### src/sv/sst_pkg.sv
package sst_pkg;

   // Table geometry
   localparam int MAX_SLOTS = 8;
   localparam int SLOT_W    = $clog2(MAX_SLOTS);
   localparam int CNT_W     = $clog2(MAX_SLOTS + 1);

   // Sequence wrap window
   localparam logic [31:0] WRAP_HIGH = 32'hFFFF_0000;
   localparam logic [31:0] WRAP_LOW  = 32'h0000_FFFF;

   // Opcodes
   localparam logic [2:0] OP_ACTIVATE   = 3'd0;
   localparam logic [2:0] OP_DEACTIVATE = 3'd1;
   localparam logic [2:0] OP_ADD        = 3'd2;
   localparam logic [2:0] OP_REMOVE     = 3'd3;
   localparam logic [2:0] OP_LOOKUP     = 3'd4;
   localparam logic [2:0] OP_UPDATE     = 3'd5;
   localparam logic [2:0] OP_SET_READY  = 3'd6;
   localparam logic [2:0] OP_QUERY      = 3'd7;

   // Status codes
   localparam logic [2:0] ST_OK        = 3'd0;
   localparam logic [2:0] ST_FULL      = 3'd1;
   localparam logic [2:0] ST_NOT_FOUND = 3'd2;
   localparam logic [2:0] ST_BAD_INDEX = 3'd3;
   localparam logic [2:0] ST_NOT_CONN  = 3'd4;
   localparam logic [2:0] ST_STALE     = 3'd5;

   typedef struct packed {
      logic [2:0]  opcode;
      logic [31:0] conn_handle;
      logic [7:0]  slot_index;
      logic [31:0] sequence_req;
      logic [7:0]  claimed_player;
   } req_type;

   typedef struct packed {
      logic [2:0] status;
      logic [2:0] slot_out;
      logic [3:0] player_count;
      logic       is_ready;
      logic       all_ready;
      logic       num_corrected;
   } rsp_type;

   // Command broadcast to every cell during a scan
   typedef struct packed {
      logic              nop;
      logic [2:0]        op;
      logic [31:0]       handle;
      logic [SLOT_W-1:0] idx;
      logic [31:0]       seq;
      logic [7:0]        pnum;
   } cmd_type;

   // Partial result handed from cell to cell
   typedef struct packed {
      logic              claimed;
      logic [SLOT_W-1:0] slot;
      logic [2:0]        status;
      logic              rdy;
      logic              corr;
      logic              any_occ;
      logic              all_ok;
   } carry_type;

   function automatic logic seq_accept(input logic [31:0] last, input logic [31:0] next);
      return (last == 32'd0) || (next > last) || ((last > WRAP_HIGH) && (next < WRAP_LOW));
   endfunction

endpackage

### src/sv/sst_cell.sv
module sst_cell (
   input  logic                          clock,
   input  logic                          reset,
   input  logic [sst_pkg::SLOT_W-1:0]    cell_idx,
   input  sst_pkg::cmd_type              cmd,
   input  logic                          tok_in,
   input  sst_pkg::carry_type            carry_in,
   output logic                          tok_out,
   output sst_pkg::carry_type            carry_out
);

   logic [31:0]        handle_ff, handle_in;
   logic [31:0]        seq_ff, seq_in;
   logic               rdy_ff, rdy_in;
   logic               tok_ff;
   sst_pkg::carry_type carry_ff, carry_next_in;
   logic               hit;

   // Slot operation when the scan token passes through this cell
   always_comb begin
      handle_in     = handle_ff;
      seq_in        = seq_ff;
      rdy_in        = rdy_ff;
      carry_next_in = carry_in;
      hit           = (cmd.idx == cell_idx);
      if (tok_in && !cmd.nop) begin
         unique case (cmd.op) inside
            sst_pkg::OP_ACTIVATE: begin
               handle_in = (cell_idx == '0) ? cmd.handle : 32'd0;
               seq_in    = 32'd0;
               rdy_in    = 1'b0;
            end
            sst_pkg::OP_DEACTIVATE: begin
               handle_in = 32'd0;
               seq_in    = 32'd0;
               rdy_in    = 1'b0;
            end
            sst_pkg::OP_ADD: begin
               if (!carry_in.claimed && handle_ff == 32'd0) begin
                  handle_in             = cmd.handle;
                  carry_next_in.claimed = 1'b1;
                  carry_next_in.slot    = cell_idx;
                  carry_next_in.status  = sst_pkg::ST_OK;
               end
            end
            sst_pkg::OP_REMOVE, sst_pkg::OP_LOOKUP: begin
               if (!carry_in.claimed && handle_ff == cmd.handle) begin
                  if (cmd.op == sst_pkg::OP_REMOVE) begin
                     handle_in = 32'd0;
                  end
                  carry_next_in.claimed = 1'b1;
                  carry_next_in.slot    = cell_idx;
                  carry_next_in.status  = sst_pkg::ST_OK;
               end
            end
            sst_pkg::OP_UPDATE: begin
               if (hit) begin
                  if (handle_ff == 32'd0) begin
                     carry_next_in.status = sst_pkg::ST_NOT_CONN;
                  end else if (sst_pkg::seq_accept(seq_ff, cmd.seq)) begin
                     seq_in             = cmd.seq;
                     carry_next_in.corr = (cmd.pnum != 8'(cell_idx));
                  end else begin
                     carry_next_in.status = sst_pkg::ST_STALE;
                  end
               end
            end
            sst_pkg::OP_SET_READY: begin
               if (hit) begin
                  rdy_in = 1'b1;
               end
            end
            sst_pkg::OP_QUERY: begin
               if (hit) begin
                  carry_next_in.rdy = rdy_ff;
               end
            end
            default: begin
            end
         endcase
      end
      // all-ready accumulation over the post-operation slot state
      carry_next_in.any_occ = carry_in.any_occ | (handle_in != 32'd0);
      carry_next_in.all_ok  = carry_in.all_ok & ((handle_in == 32'd0) | rdy_in);
   end

   always_ff @(posedge clock) begin
      if (reset) begin
         handle_ff <= 32'd0;
         seq_ff    <= 32'd0;
         rdy_ff    <= 1'b0;
         tok_ff    <= 1'b0;
      end else begin
         handle_ff <= handle_in;
         seq_ff    <= seq_in;
         rdy_ff    <= rdy_in;
         tok_ff    <= tok_in;
      end
   end

   // Partial result moves on to the neighbor
   always_ff @(posedge clock) begin
      carry_ff <= carry_next_in;
   end

   assign tok_out   = tok_ff;
   assign carry_out = carry_ff;

endmodule

### src/sv/session_slot_table_seq_filter.sv
// Connection slot table with sequence replay filter. One request is in work at a time:
// a scan token walks the row of MAX_SLOTS slot cells, one cell per cycle, and each cell
// applies the request to its own slot. The next request is taken only after the token has
// left the last cell and the block is no longer busy. The response side holds up to two
// results, so a new request is taken while a finished result still waits on rsp_ready.
// Every request yields exactly one response.
module session_slot_table_seq_filter (
   input  logic              clock,
   input  logic              reset,
   input  logic              req_valid,
   output logic              req_ready,
   input  sst_pkg::req_type  req_data,
   output logic              rsp_valid,
   input  logic              rsp_ready,
   output sst_pkg::rsp_type  rsp_data
);

   localparam int N = sst_pkg::MAX_SLOTS;

   logic                        busy_ff, busy_in;
   logic [sst_pkg::CNT_W-1:0]   count_ff, count_in;
   sst_pkg::cmd_type            cmd_ff, cmd_in;
   sst_pkg::carry_type          carry0_ff, carry0_in;
   logic                        tok0_ff;
   logic                        rsp_vld_ff, hold_vld_ff;
   sst_pkg::rsp_type            rsp_ff, hold_ff, res;
   logic                        accept, done;

   logic [N:0]                  tok;
   sst_pkg::carry_type          carry [N+1];

   assign req_ready = !busy_ff && !hold_vld_ff;
   assign accept    = req_valid && req_ready;

   // Request decode and early rejects
   always_comb begin
      cmd_in.nop     = 1'b0;
      cmd_in.op      = req_data.opcode;
      cmd_in.handle  = req_data.conn_handle;
      cmd_in.idx     = req_data.slot_index[sst_pkg::SLOT_W-1:0];
      cmd_in.seq     = req_data.sequence_req;
      cmd_in.pnum    = req_data.claimed_player;
      carry0_in      = '0;
      carry0_in.all_ok = 1'b1;
      carry0_in.status = sst_pkg::ST_OK;
      unique case (req_data.opcode) inside
         sst_pkg::OP_ACTIVATE: begin
            if (req_data.conn_handle == 32'd0) begin
               cmd_in.nop       = 1'b1;
               carry0_in.status = sst_pkg::ST_NOT_CONN;
            end
         end
         sst_pkg::OP_DEACTIVATE: begin
         end
         sst_pkg::OP_ADD: begin
            carry0_in.status = sst_pkg::ST_FULL;
            if (req_data.conn_handle == 32'd0) begin
               cmd_in.nop       = 1'b1;
               carry0_in.status = sst_pkg::ST_NOT_CONN;
            end else if (count_ff >= sst_pkg::CNT_W'(N)) begin
               cmd_in.nop = 1'b1;
            end
         end
         sst_pkg::OP_REMOVE, sst_pkg::OP_LOOKUP: begin
            carry0_in.status = sst_pkg::ST_NOT_FOUND;
            if (req_data.conn_handle == 32'd0) begin
               cmd_in.nop = 1'b1;
            end
         end
         sst_pkg::OP_UPDATE, sst_pkg::OP_SET_READY, sst_pkg::OP_QUERY: begin
            if (req_data.slot_index >= 8'(N)) begin
               cmd_in.nop       = 1'b1;
               carry0_in.status = sst_pkg::ST_BAD_INDEX;
            end
         end
         default: begin
         end
      endcase
   end

   assign tok[0]   = tok0_ff;
   assign carry[0] = carry0_ff;

   // Row of slot cells
   for (genvar g = 0; g < N; g++) begin : g_cell
      sst_cell u_cell (
         .clock     (clock),
         .reset     (reset),
         .cell_idx  (sst_pkg::SLOT_W'(g)),
         .cmd       (cmd_ff),
         .tok_in    (tok[g]),
         .carry_in  (carry[g]),
         .tok_out   (tok[g+1]),
         .carry_out (carry[g+1])
      );
   end

   assign done = tok[N];

   // Occupied count after the finished operation
   always_comb begin
      count_in = count_ff;
      if (done && !cmd_ff.nop) begin
         unique case (cmd_ff.op)
            sst_pkg::OP_ACTIVATE:   count_in = sst_pkg::CNT_W'(1);
            sst_pkg::OP_DEACTIVATE: count_in = '0;
            sst_pkg::OP_ADD: begin
               if (carry[N].claimed) count_in = count_ff + sst_pkg::CNT_W'(1);
            end
            sst_pkg::OP_REMOVE: begin
               if (carry[N].claimed) count_in = count_ff - sst_pkg::CNT_W'(1);
            end
            default: begin
            end
         endcase
      end
   end

   always_comb begin
      res.status        = carry[N].status;
      res.slot_out      = 3'(carry[N].slot);
      res.player_count  = 4'(count_in);
      res.is_ready      = carry[N].rdy;
      res.all_ready     = carry[N].any_occ & carry[N].all_ok;
      res.num_corrected = carry[N].corr;
   end

   assign busy_in = accept ? 1'b1 : (done ? 1'b0 : busy_ff);

   always_ff @(posedge clock) begin
      if (reset) begin
         busy_ff  <= 1'b0;
         tok0_ff  <= 1'b0;
         count_ff <= '0;
      end else begin
         busy_ff  <= busy_in;
         tok0_ff  <= accept;
         count_ff <= count_in;
      end
   end

   always_ff @(posedge clock) begin
      if (accept) begin
         cmd_ff    <= cmd_in;
         carry0_ff <= carry0_in;
      end
   end

   // Two-entry result buffer
   always_ff @(posedge clock) begin
      if (reset) begin
         rsp_vld_ff  <= 1'b0;
         hold_vld_ff <= 1'b0;
      end else if (rsp_vld_ff && rsp_ready) begin
         if (hold_vld_ff) begin
            rsp_ff      <= hold_ff;
            hold_vld_ff <= 1'b0;
         end else if (done) begin
            rsp_ff <= res;
         end else begin
            rsp_vld_ff <= 1'b0;
         end
      end else if (!rsp_vld_ff) begin
         if (done) begin
            rsp_ff     <= res;
            rsp_vld_ff <= 1'b1;
         end
      end else if (done) begin
         hold_ff     <= res;
         hold_vld_ff <= 1'b1;
      end
   end

   assign rsp_valid = rsp_vld_ff;
   assign rsp_data  = rsp_ff;

`ifndef ASSERT_OFF
   a_one_token: assert property (@(posedge clock) disable iff (reset) $onehot0(tok))
      else $error("more than one scan token in the cell row");
   a_done_busy: assert property (@(posedge clock) disable iff (reset) done |-> busy_ff)
      else $error("scan finished with no request in work");
   a_count_max: assert property (@(posedge clock) disable iff (reset)
      count_ff <= sst_pkg::CNT_W'(N))
      else $error("occupied count above table size");
   a_hold_order: assert property (@(posedge clock) disable iff (reset)
      hold_vld_ff |-> rsp_vld_ff)
      else $error("held result without an output result ahead of it");
   a_accept_busy: assert property (@(posedge clock) disable iff (reset)
      accept |=> busy_ff && tok0_ff)
      else $error("transfer did not start a scan");
`endif

endmodule

### config.mk
export PLATFORM = sky130hd
export DESIGN_NAME = session_slot_table_seq_filter
export DESIGN_NICKNAME = d
export VERILOG_FILES = /design/src/sv/sst_pkg.sv /design/src/sv/sst_cell.sv /design/src/sv/session_slot_table_seq_filter.sv
export SDC_FILE = /design/constraint.sdc
export NUM_CORES = 2
export LEC_CHECK = 0
export ABC_AREA = 1
export BUFFER_PORTS_ARGS = -buffer_cell sky130_fd_sc_hd__buf_2
export CORE_ASPECT_RATIO = 1.25
export CORE_UTILIZATION = 42
export DETAILED_ROUTE_END_ITERATION = 10
export SLEW_MARGIN = 0
export SYNTH_ARGS = -nofsm -noshare
export SYNTH_HDL_FRONTEND = slang
export SYNTH_HIERARCHICAL = 1
export SYNTH_SLANG_ARGS = --single-unit
### constraint.sdc
create_clock -name clock -period 3.3 [get_ports clock]
set_input_delay 0.66 -clock clock [delete_from_list [all_inputs] [get_ports clock]]
set_output_delay 0.66 -clock clock [all_outputs]
set_load 0.005 [all_outputs]
# [After elaboration in Yosys (flattened, before gate mapping)]
# Index checks and enable logic that the tools add are counted.
# W data, S select, Z words.
[classes] n_addsub=2 order_cmp=19 eq_ne=62 n_mux=232 bitwise=29 n_reduce_logical=119
[ops] operator="$mux W32" count=56
[ops] operator="$logic_not A32 Y1" count=25
[ops] operator="$pmux W32 S3" count=7
[ops] operator="$pmux W32 S2" count=8
[ops] operator="$eq A32 B32 Y1" count=8
[ops] operator="$gt A32 B32 Y1" count=8
[ops] operator="$gt A32 B32 Y1 const B" count=8
[ops] operator="$reduce_bool A32 Y1" count=8
[ops] operator="$pmux W32 S4" count=1
[ops] operator="$mux W7" count=16
[ops] operator="$mux W3" count=26
[ops] operator="$mux W1" count=75
[ops] operator="$pmux W3 S3" count=8
[ops] operator="$pmux W4 S2" count=8
[ops] operator="$mux W9" count=7
[ops] operator="$mux W13" count=4
[ops] operator="$reduce_and A5 Y1" count=8
[ops] operator="$eq A3 B3 Y1 const B" count=12
[ops] operator="$logic_and A1 B1 Y1" count=34
[ops] operator="$lt A32 B16 Y1 const B" count=1
[ops] operator="$ne A2 B1 Y1 const B" count=16
[ops] operator="$ne A8 B3 Y1 const B" count=4
[ops] operator="$ne A2 B2 Y1 const B" count=11
[ops] operator="$eq A3 B2 Y1 const B" count=6
[ops] operator="28 further kinds" count=98
[word_totals] register_bits=732 input_bits=87 output_inout_bits=15

# [Depth between registers and ports, before layout]
[logic_depth] word_depth=8 mapped_depth=20

# [Cells and area by module]
# Netlist, hierarchy kept.
[modules_own_cells] module="sst_cell (g_cell[0].u_cell ...)" instances=7 cells_per_inst=769 area_each_um2=4928.5
[modules_own_cells] module="sst_cell (g_cell[7].u_cell)" instances=1 cells_per_inst=837 area_each_um2=5131.2
[modules_own_cells] module="session_slot_table_seq_filter" instances=1 cells_per_inst=309 area_each_um2=4276.6

# [Worst setup path before layout]
# No wires, ideal clock.
[synth_timing] kind="input-to-reg" startpoint="input req_valid" endpoint="register carry0_ff (netlist bit carry[92]) (enable)" setup_ps=436 t_arrival_ps=2338 required_ps=2864 slack_ps=526 path_stages=2 n_path_buf=0 cell_sequence="nand2_1 -> inv_1"
[synth_between] elab_chain_len=1
[synth_rtl] item="start: declaration" line_no="session_slot_table_seq_filter.sv:10" source="input logic req_valid,"
[synth_rtl] item="$logic_and A1 B1 Y1" line_no="session_slot_table_seq_filter.sv:33" source="assign accept = req_valid && req_ready;"
[synth_rtl] item="net accept" line_no="session_slot_table_seq_filter.sv:27" source="logic accept, done;"
[synth_rtl] item="end signal: assignment" line_no="session_slot_table_seq_filter.sv:145" source="carry0_ff <= carry0_in;"
[synth_rtl] item="end: declaration" line_no="session_slot_table_seq_filter.sv:23" source="sst_pkg::carry_type carry0_ff, carry0_in;"
# The timed path passes the listed nets, and every way through them passes these cells.
# A chain may end at the register's enable or synchronous reset.

==> summary by stage <==
Setup path
The element type at the critical path start is a register. The cell seen most often among critical-path stages is sky130_fd_sc_hd__nand2_1. In this run the worst path has a maximum fanout of 31. The worst setup path is captured at a register. Walking the worst path, the cells encountered are buf_4 -> xnor2_1 -> nand2_1 -> nor2_1 -> nand2_2 -> nor2_4 -> nand3_2 -> nand2_2 -> nand3_4 -> buf_12 -> a21oi_1 -> nand2_1 -> nor2_1 -> nand2_1 -> nor2_1 -> nand2_1 -> or2_1.

For the worst setup path, the data arrival time is 3.54 ns. STA puts the critical path data required time at 3.84 ns. The category of the critical setup timing path is register to register.

The maximum single-stage delay on the critical path is 0.37 ns. The largest individual stage delay along the critical path comes from the cell sky130_fd_sc_hd__xnor2_1.

Drt
The count of TritonRoute iterations in the first routing pass is 5. In the final routed layout, each cell accounts on average for approximately 16 microns. The detail route stage leaves a number of antenna-violating nets equal to 0.

The routed design has 131 mm of wire. In the routed design, unresolved DRC markers number 0. The detailed router finished its first iteration with 2887 violations. Dividing the detail-routed via count by the number of cells gives between 5 and 6. Detailed routing inserted a total of about 41000 vias.

Timing
The hold violation total from the final report is 0. The setup TNS is 0 ns. Measured against its own limit, the worst slew margin works out to between 20% and 30%. The clock skew is between 0.015 and 0.02 ns. The final clock period utilization by the worst path is 91.1%. Hold is met by 0.167 ns.

The time the worst path needs with I/O delays and setup is 3.01 ns. Setup repair after global routing left no endpoint under its margin. The transition time at the pin with the least slew margin is 1.11 ns. The number of max-slew violations in the final report is 0.

Timing would allow up to 0.333 GHz. Setup slack closes at 0.294 ns. Setup violations remaining at the end of the flow were counted as 0.

Finish
At the end of the flow the core is filled with cells to about half. In the layout the commonest cells are sky130_fd_sc_hd__nand2_1, sky130_fd_sc_hd__nor2_1, sky130_fd_sc_hd__inv_1. The area added between synthesis and finish is 13.4%.

Leaving out fill and tap cells, the most frequent cell in the layout is sky130_fd_sc_hd__nand2_1. After routing the design area is 49800 sq um. The post-layout net count is approximately 7000. The filler cells instantiated in the layout total 10500. The number of standard cells in the final layout excluding fillers is between 8000 and 9000. The ratio of cells with drive above 1 in the final layout is around 7.6%.

Place
After detailed placement, the design holds a cell count of roughly 8000. The number of buffers inserted by port buffering is roughly 100. The cell area reported after detailed placement is 47200 sq um. The placed wire-length estimate after detailed placement is 88.0 mm.

Timing analysis after detailed placement gives a worst setup slack of approximately 0.26 ns. The placer congestion estimate is 0.909.

CTS
The later-pin clock latency in the skew report is 0.67 ns. The number of sinks driven by the clock tree is roughly 730. TritonCTS built the clock tree. The maximum root-to-sink buffer count is 3. TritonCTS created 81 clock buffers. The H-tree was split into 3 levels. Post-CTS repair changed the size of 0 cells. The clock root buffer is sky130_fd_sc_hd__clkbuf_16. After clock tree synthesis, the clock-pin slew on the worst setup and hold paths is 0.06 ns.

Synth
Synthesis inferred 732 register bits. The area share of and/or/nand/nor cells after synthesis is 32.4%. The XOR/XNOR share of the synthesized area is between 4 and 5%. The number of warnings printed during yosys synthesis is 6. The synthesized design contains 108 enable-type register cells. Ranked by total cell area, the synthesized netlist is headed by sky130_fd_sc_hd__dfxtp_1, sky130_fd_sc_hd__nand2_1, sky130_fd_sc_hd__nor2_1. After synthesis, the largest family of logic cells by area is simple AND/OR/NAND/NOR gates.

The post-synthesis average cell area is about 6.7 sq um. The mux cell area share after synthesis is 0%. After synthesis, the netlist uses 40 different library cells. The synthesized-area fraction occupied by ao, oa, aoi and oai cells is between 10% and 20%. The total standard cell area after synthesis is 43900 sq um. Of all cell types, the one taking the most synthesized area is sky130_fd_sc_hd__dfxtp_1. Among all flip-flop cells after synthesis, the most frequent one is sky130_fd_sc_hd__dfxtp_1. Sequential elements use 35.8% of the synthesized area. The share of the synthesized area in the top cell type is roughly 28%. Of the total synthesized cell area, the portion taken by full adders, half adders and majority gates is 7.35%.

The gate count after technology mapping is 6529. Of all flip-flops after synthesis, the portion carrying an async set or reset was 0%.

Floorplanning
The core box area is 104000 sq um. The floorplan die area is 106000 sq um. The count of pins on the block boundary is 102.

Row generation in the floorplan step produced ~130 rows. The die is 363 microns tall. The initial standard-cell utilization of the core is 42.4%. The horizontal extent of the die is 291 microns.

Pwr
The part of the total power dissipated in the clock network is 43.2%. The share of power burned in registers is 44.6%. The worst vdd rail ir drop is approximately 0.43 mV. The static leakage is about 24 nW.

Net switching is about 27% of the power. The share of total power dissipated in combinational logic is 12.1%. The total internal power is roughly 15 mW. The total chip power is 21.1 mW.

The cell area power density is 424 nW/um^2. In this run the power spent charging and discharging nets is 5.70 mW.

Global route
The initial antenna violation count is 0. The largest net degree at the start of global routing is 191. The global-route congestion overflow total is 0.

The via count of the first global-routing pass is 38700. The first global-routing pass estimated 206 mm of wire. The aggregate global-route resource usage is 24.3%.

Status
The run finished with clean final reports.

Min path
The path class of the tightest hold or removal check is primary input to register.

Flow run
Max-cap violations in this run came to 0.
[final timing paths]
path                                                               to                                   from  slack [ns]  cells past startpoint
worst max-delay path            g_cell[4].u_cell/carry_out[1]$_DFF_P_                   cmd_ff[45]$_DFFE_PP_        0.29                     17
worst max register to register  g_cell[4].u_cell/carry_out[1]$_DFF_P_                   cmd_ff[45]$_DFFE_PP_        0.29                     17
worst min register to register  g_cell[5].u_cell/carry_out[0]$_DFF_P_  g_cell[4].u_cell/carry_out[0]$_DFF_P_        0.41                      2
worst min-delay path                              cmd_ff[9]$_DFFE_PP_                            req_data[9]        0.17                      1
[repair_timing]
item | CTS | global route
setup endpoints to repair | 0 | 1
hold buffers | 0 | 0
setup buffers | 0 | 4
[state kept, by name, indices dropped and copies added (netlist names)]
register                 flops
g_cell.u_cell/handle_ff    256
rsp_valid                    1
g_cell.u_cell/rdy_ff         8
count_ff                     4
rsp_data                    13
cmd_ff                      79
hold_ff                     13
g_cell.u_cell/seq_ff       256
busy_ff                      1
hold_vld_ff                  1
g_cell.u_cell/tok_out        8
g_cell.u_cell/carry_out     88
carry                        3
tok0_ff                      1
[final cells by class]
type	instances	area [sq um]	area share, %
clock inverter	30	313	0.628
multi-input combinational	4843	24300	48.9
tap	1340	1680	3.37
sequential	732	15700	31.6
clock buffer	113	2280	4.58
timing repair buffer	240	2180	4.39
antenna	1	2.50	0.00502
inverter	871	3270	6.57
[logic make-up after synthesis]
logic type / Yosys count
xor gates and xnor gates: 216
other: 2
DFF: 732
AOI/OAI and AO/OA: 861
adders and majority gates: 258
buffers and inverters: 1055
and+or+nand+nor: 3405
[critical path: cells and delay by family, from the launching register on]
kind	cells	cell delay (ns)
AO/OA/AOI/OAI	1	0.18
XOR/XNOR	1	0.37
buffers and inverters	2	0.42
flip-flops	1	0.36
AND/OR/NAND/NOR	13	1.50
[layer usage]
| metal | up-vias | global-route usage [%] | wire (microns) |
|---|---|---|---|
| met1 | 18900 | 30.1 | 56900 |
| met2 | 958 | 42.8 | 63600 |
| met3 | 260 | 2.56 | 6190 |
| met5 | - | 0 | 0 |
| met4 | 0 | 10.4 | 4800 |
| li1 | 21100 | - | - |
[synthesized netlist by cell type (9+ instances only)]
master / instances
sky130_fd_sc_hd__a21oi_1: 642
sky130_fd_sc_hd__a31oi_1: 16
sky130_fd_sc_hd__buf_2: 35
sky130_fd_sc_hd__buf_4: 10
sky130_fd_sc_hd__buf_6: 25
sky130_fd_sc_hd__clkbuf_1: 114
sky130_fd_sc_hd__dfxtp_1: 624
sky130_fd_sc_hd__edfxtp_1: 108
sky130_fd_sc_hd__ha_1: 258
sky130_fd_sc_hd__inv_1: 824
sky130_fd_sc_hd__inv_2: 39
sky130_fd_sc_hd__nand2_1: 1519
sky130_fd_sc_hd__nand2_2: 40
sky130_fd_sc_hd__nand3_1: 116
sky130_fd_sc_hd__nand3_2: 9
sky130_fd_sc_hd__nand4_1: 156
sky130_fd_sc_hd__nor2_1: 1343
sky130_fd_sc_hd__nor2_2: 26
sky130_fd_sc_hd__nor2_4: 25
sky130_fd_sc_hd__nor3_1: 37
sky130_fd_sc_hd__nor4_1: 110
sky130_fd_sc_hd__o211ai_1: 17
sky130_fd_sc_hd__o21a_1: 24
sky130_fd_sc_hd__o21ai_0: 94
sky130_fd_sc_hd__o21ai_1: 10
sky130_fd_sc_hd__o221ai_1: 16
sky130_fd_sc_hd__o22ai_1: 9
sky130_fd_sc_hd__or2_1: 9
sky130_fd_sc_hd__xnor2_1: 192
sky130_fd_sc_hd__xor2_1: 24
[power by group through the flow]
| stage | logic, mW | registers [mW] | clock network [mW] |
|---|---|---|---|
| floorplan | 1.38 | 9.78 | 0 |
| global placement | 2.48 | 9.64 | 0 |
| detailed placement | 2.52 | 9.64 | 0 |
| CTS | 2.53 | 9.44 | 9.39 |
| global route | 2.83 | 9.46 | 9.72 |
| finish | 2.56 | 9.44 | 9.14 |
Note: power is estimated with default switching activity, not from simulation.
